File: config.mk
export PLATFORM = sky130hd
export DESIGN_NAME = cma_div
export DESIGN_NICKNAME = d
export VERILOG_FILES = /design/src/hdl/cma_pkg.sv /design/src/hdl/cma_div.sv
export SDC_FILE = /design/constraint.sdc
export NUM_CORES = 1
export LEC_CHECK = 0
export BUFFER_PORTS_ARGS = -buffer_cell sky130_fd_sc_hd__buf_2
export CORE_MARGIN = 3
export CORE_UTILIZATION = 35
export DETAILED_ROUTE_END_ITERATION = 12
export HOLD_SLACK_MARGIN = 0.15
export PLACE_DENSITY_LB_ADDON = 0.2
export SYNTH_ARGS = -nofsm -noshare
export SYNTH_HDL_FRONTEND = slang
export SYNTH_SLANG_ARGS = --single-unit
File: constraint.sdc
create_clock -name i_clk -period 2.4 [get_ports i_clk]
set_clock_uncertainty 0.05 [all_clocks]
set_input_delay 0.12 -clock i_clk [delete_from_list [all_inputs] [get_ports i_clk]]
set_output_delay 0.12 -clock i_clk [all_outputs]
set_load 0.05 [all_outputs]
File: src/hdl/cma_pkg.sv
`default_nettype none

package cma_pkg;

    localparam int MAX_WINDOW_DEF   = 256;
    localparam int SAMPLE_WIDTH_DEF = 16;

    localparam int CFG_WIDTH    = 9;
    localparam int APB_WIDTH    = 32;
    localparam int ADDR_WIDTH   = 3;
    localparam int WINDOW_RESET = 1;

    localparam logic REG_WINDOW = 1'b0;

    typedef enum logic [1:0] {
        ST_IDLE,
        ST_UPDATE,
        ST_DIV,
        ST_OUT
    } t_state;

endpackage

`default_nettype wire

File: src/hdl/cma_div.sv
`default_nettype none

module cma_div #(
    parameter int SUM_W   = 24,
    parameter int DIV_W   = 9,
    parameter int QUO_W   = 16
) (
    input  wire logic              i_clk,
    input  wire logic              i_rst_n,
    input  wire logic              i_start,
    input  wire logic [SUM_W-1:0]  i_dividend,
    input  wire logic [DIV_W-1:0]  i_divisor,
    output logic                   o_done,
    output logic      [QUO_W-1:0]  o_quotient
);

    import cma_pkg::*;

    localparam int CNT_W = $clog2(SUM_W + 1);

    logic [CNT_W-1:0] r_cnt;
    logic             r_done;
    logic             r_neg;
    logic [DIV_W-1:0] r_divisor;
    logic [DIV_W-1:0] r_rem;
    logic [SUM_W-1:0] r_quo;

    logic [DIV_W:0]   n_trial;
    logic [DIV_W:0]   n_diff;
    logic [SUM_W-1:0] n_mag;
    logic [SUM_W-1:0] n_signed_quo;

    always_comb begin
        n_mag        = i_dividend[SUM_W-1] ? (~i_dividend + 1'b1) : i_dividend;
        n_trial      = {r_rem, r_quo[SUM_W-1]};
        n_diff       = n_trial - {1'b0, r_divisor};
        n_signed_quo = r_neg ? (~r_quo + 1'b1) : r_quo;
    end

    always_ff @(posedge i_clk) begin
        if (!i_rst_n) begin
            r_cnt  <= '0;
            r_done <= 1'b0;
        end else begin
            r_done <= 1'b0;
            if (i_start) begin
                r_cnt <= CNT_W'(SUM_W);
            end else if (r_cnt != '0) begin
                r_cnt <= r_cnt - 1'b1;
                if (r_cnt == CNT_W'(1)) begin
                    r_done <= 1'b1;
                end
            end
        end
    end

    always_ff @(posedge i_clk) begin
        if (i_start) begin
            r_neg     <= i_dividend[SUM_W-1];
            r_divisor <= i_divisor;
            r_rem     <= '0;
            r_quo     <= n_mag;
        end else if (r_cnt != '0) begin
            if (!n_diff[DIV_W]) begin
                r_rem <= n_diff[DIV_W-1:0];
                r_quo <= {r_quo[SUM_W-2:0], 1'b1};
            end else begin
                r_rem <= n_trial[DIV_W-1:0];
                r_quo <= {r_quo[SUM_W-2:0], 1'b0};
            end
        end
    end

    assign o_done     = r_done;
    assign o_quotient = n_signed_quo[QUO_W-1:0];

endmodule

`default_nettype wire

==> qor.txt <==
Synth Area in Adders -> 5.71%
Yosys cell types -> 48
Final nets -> 450
Clock Pin Slew Worst Setup and Hold Paths -> 0.09 ns
CTS tree -> done
Cell taking the most area after synthesis -> edfxtp_1
Status -> complete, no violations
WL final -> 6.74 mm
Arrival @ worst endpoint -> 2.50 ns
Most frequent cells in the layout -> buf_2, nor2_1, edfxtp_1, a21oi_1, xor2_1
Pins over their slew limit -> 0
Mean Syn Cell Area -> 9.39 sq um
Syn. warnings -> 0
Critical Path RT -> 2.60 ns
Leakage power -> 1.55 nW
RSZ-0062 raised after global routing -> true
Power Dens Cells -> 836 mW/mm^2
Mapped Area -> 0.00320 sq mm
Die Area -> 0.0103 sq mm
Setup CP Type -> register to register
Pin count of the biggest net entering global routing -> 51
Ports -> 53
Area after DPL -> 0.00359 sq mm
Dpl hpwl -> 4.92 mm
Synth Area in Compound Gates -> 17.9%
Vias in the first global route -> 2,525
Worst-Margin Slew -> 0.621 ns
Final Hold Viols -> 0
Minimum clock period -> 2.30 ns
Clk buf depth -> 2
Die Y -> 102 um
Root Buffer -> clkbuf_8
Filler instances -> 855
Total Routing Usage GR -> 13.6%
DR vias -> 2,604
CP max stage cell -> a2111o_1
Area grow syn2layout -> 18.8%
Post-synthesis simple-gate area fraction -> 18.2%
Maxcap violations -> 0
Cell family with most CP delay -> compound AO/OA/AOI/OAI gates
DIE WIDTH -> 102 um
First-pass GRT wire length -> 11.5 mm
Seq/Total Area, Yosys -> 41.3%
Synth area leaders -> edfxtp_1, dfxtp_1, xor2_1
Initial DRT Pass Iterations -> 4
Synthesized Nets -> 391
Critical Path, Cell by Cell -> inv_1 -> ha_1 -> o211ai_1 -> a21o_1 -> a21oi_1 -> or3_1 -> buf_4 -> a2111o_1 -> nand3_1
Xor and xnor area share after synthesis -> 11.8%
Gpl congestion -> 0.780
Starting Density -> 36.4%
Most common cell after layout, fill and taps aside -> buf_2
#FFs+latches synth -> 49
Vias/cell -> 5.12
Clock Latency Late Sink -> 0.30 ns
H-tree depth -> 2
Setup repair bufs after CTS -> 0
Synth top area share -> 31.9%
CP max FO -> 11
I/O Buffers -> 52
Largest family of logic cells by synthesized area -> simple AND/OR/NAND/NOR gates
Max-Slew Margin vs Limit -> 58.6%
Finished Core Util -> 43.2%
Nature of the critical path endpoint -> register
Period utilization -> 95.8%
Core Region -> 0.00881 sq mm
Routed len/inst -> 13.2 um
CTS Buf Count -> 5
Proportion of synthesized area in mux cells -> 0.664%
Fmax achieved -> 435 MHz
Initial antenna violation count -> 0
Critical Path Start Type -> register
Iteration-0 DRC count of the detailed router -> 91
Share of layout cells above drive strength 1 -> 20.4%
VDD IR max -> 0.000300 V
Antenna cell count -> 0
Min-Delay Path Class -> input port to register
Number of remaining DRC errors -> 0
Cells after Synth -> 341
Routed Antenna Nets -> 0
Design Area, Final -> 0.00380 sq mm
Max stage delay on crit path -> 0.41 ns
Final setup viols -> 0
Num Clock Sinks -> 49
Row Count -> 34
CP Buf/Inv Count -> 2
Congestion Overflow GR -> 0
==> path summary, 6_finish.rpt <==
| path | from | to | slack [ns] | cells after the start |
|---|---|---|---|---|
| max | r_divisor[2]$_DFFE_PP_ | r_rem[8]$_SDFFE_PP0P_ | 0.10 | 9 |
| min | i_dividend[0] | r_quo[0]$_DFFE_PP_ | 0.17 | 2 |
| max reg2reg | r_divisor[2]$_DFFE_PP_ | r_rem[8]$_SDFFE_PP0P_ | 0.10 | 9 |
| min reg2reg | r_rem[1]$_SDFFE_PP0P_ | r_rem[1]$_SDFFE_PP0P_ | 0.44 | 2 |
==> registers in the layout, indices dropped and copies added, names as in the netlist <==
name,cells
o_done,1
r_cnt,5
r_divisor,9
r_neg,1
r_quo,24
r_rem,9
==> report_power, final <==
| part | total [mW] | switching, mW | internal, mW |
|---|---|---|---|
| combinational | 1.46 | 0.889 | 0.570 |
| sequential | 1.24 | 0.149 | 1.09 |
| clock | 0.479 | 0.276 | 0.203 |
==> cell families (layout without fill, tap and decap cells) <==
group	Yosys count	count (layout)
AND/OR/NAND/NOR	115	115
AO/OA/AOI/OAI	82	82
flip-flops	49	49
XOR/XNOR	43	43
buffers and inverters	36	96
adder cells (fa/ha/maj)	14	14
multiplexers	2	2
==> synth_stat cells, drive strengths merged <==
cell type,number
o31ai,8
mux2,1
nand2,19
o21a,4
a211oi,2
o21bai,1
clkbuf,11
fa,1
nor2b,4
ha,13
buf,5
nand3b,3
or4,4
nand4,8
o211ai,1
nor3,9
dfxtp,15
inv,20
edfxtp,34
o2111ai,2
a21o,4
o41ai,6
nor2,43
a2111o,1
o32ai,2
nand2b,8
o311a,6
or3,4
a21oi,30
xor2,22
o21ai,14
xnor2,21
a311oi,1
nor4,3
or2,1
and2,1
mux2i,1
and3,2
nand3,6
==> cell type report <==
type	count	area [sq um]	area share (%)
multi-input combinational	256	1760	46.4
sequential	49	1320	34.7
timing repair buffer	68	425	11.2
tap	108	135	3.55
inverter	20	75.1	1.97
clock buffer	6	72.6	1.91
clock inverter	2	10.0	0.263
==> per-stage QoR <==
step | worst slack, ns | instances | setup TNS, ns | hold WS (ns) | power, mW
finish | 0.100 | 509 | 0 | 0.166 | 3.18
global route | -0.0326 | 509 | -0.0561 | 0.155 | 3.42
CTS | 0.0454 | 509 | 0 | 0.155 | 3.20
detailed placement | 0.0642 | 491 | 0 | 0.248 | 2.69
global placement | 0.118 | 491 | 0 | 0.248 | 2.67
floorplan | 0.148 | 341 | 0 | 0.169 | 2.35
==> metal layers <==
layer  vias up  global-route usage, %  part of all wire (%)
met5         -                      0                     0
met4         0                   3.37                  0.65
met3         4                   2.55                   4.8
met2        56                   22.4                    47
met1      1200                   18.5                    48
li1       1344                      -                     -
==> timing repair <==
item,CTS,global route
hold endpoints to repair,15,0
resized for setup,1,8
hold buffers,10,0
setup endpoints to repair,1,5
Note: power is estimated with default switching activity, not from simulation.
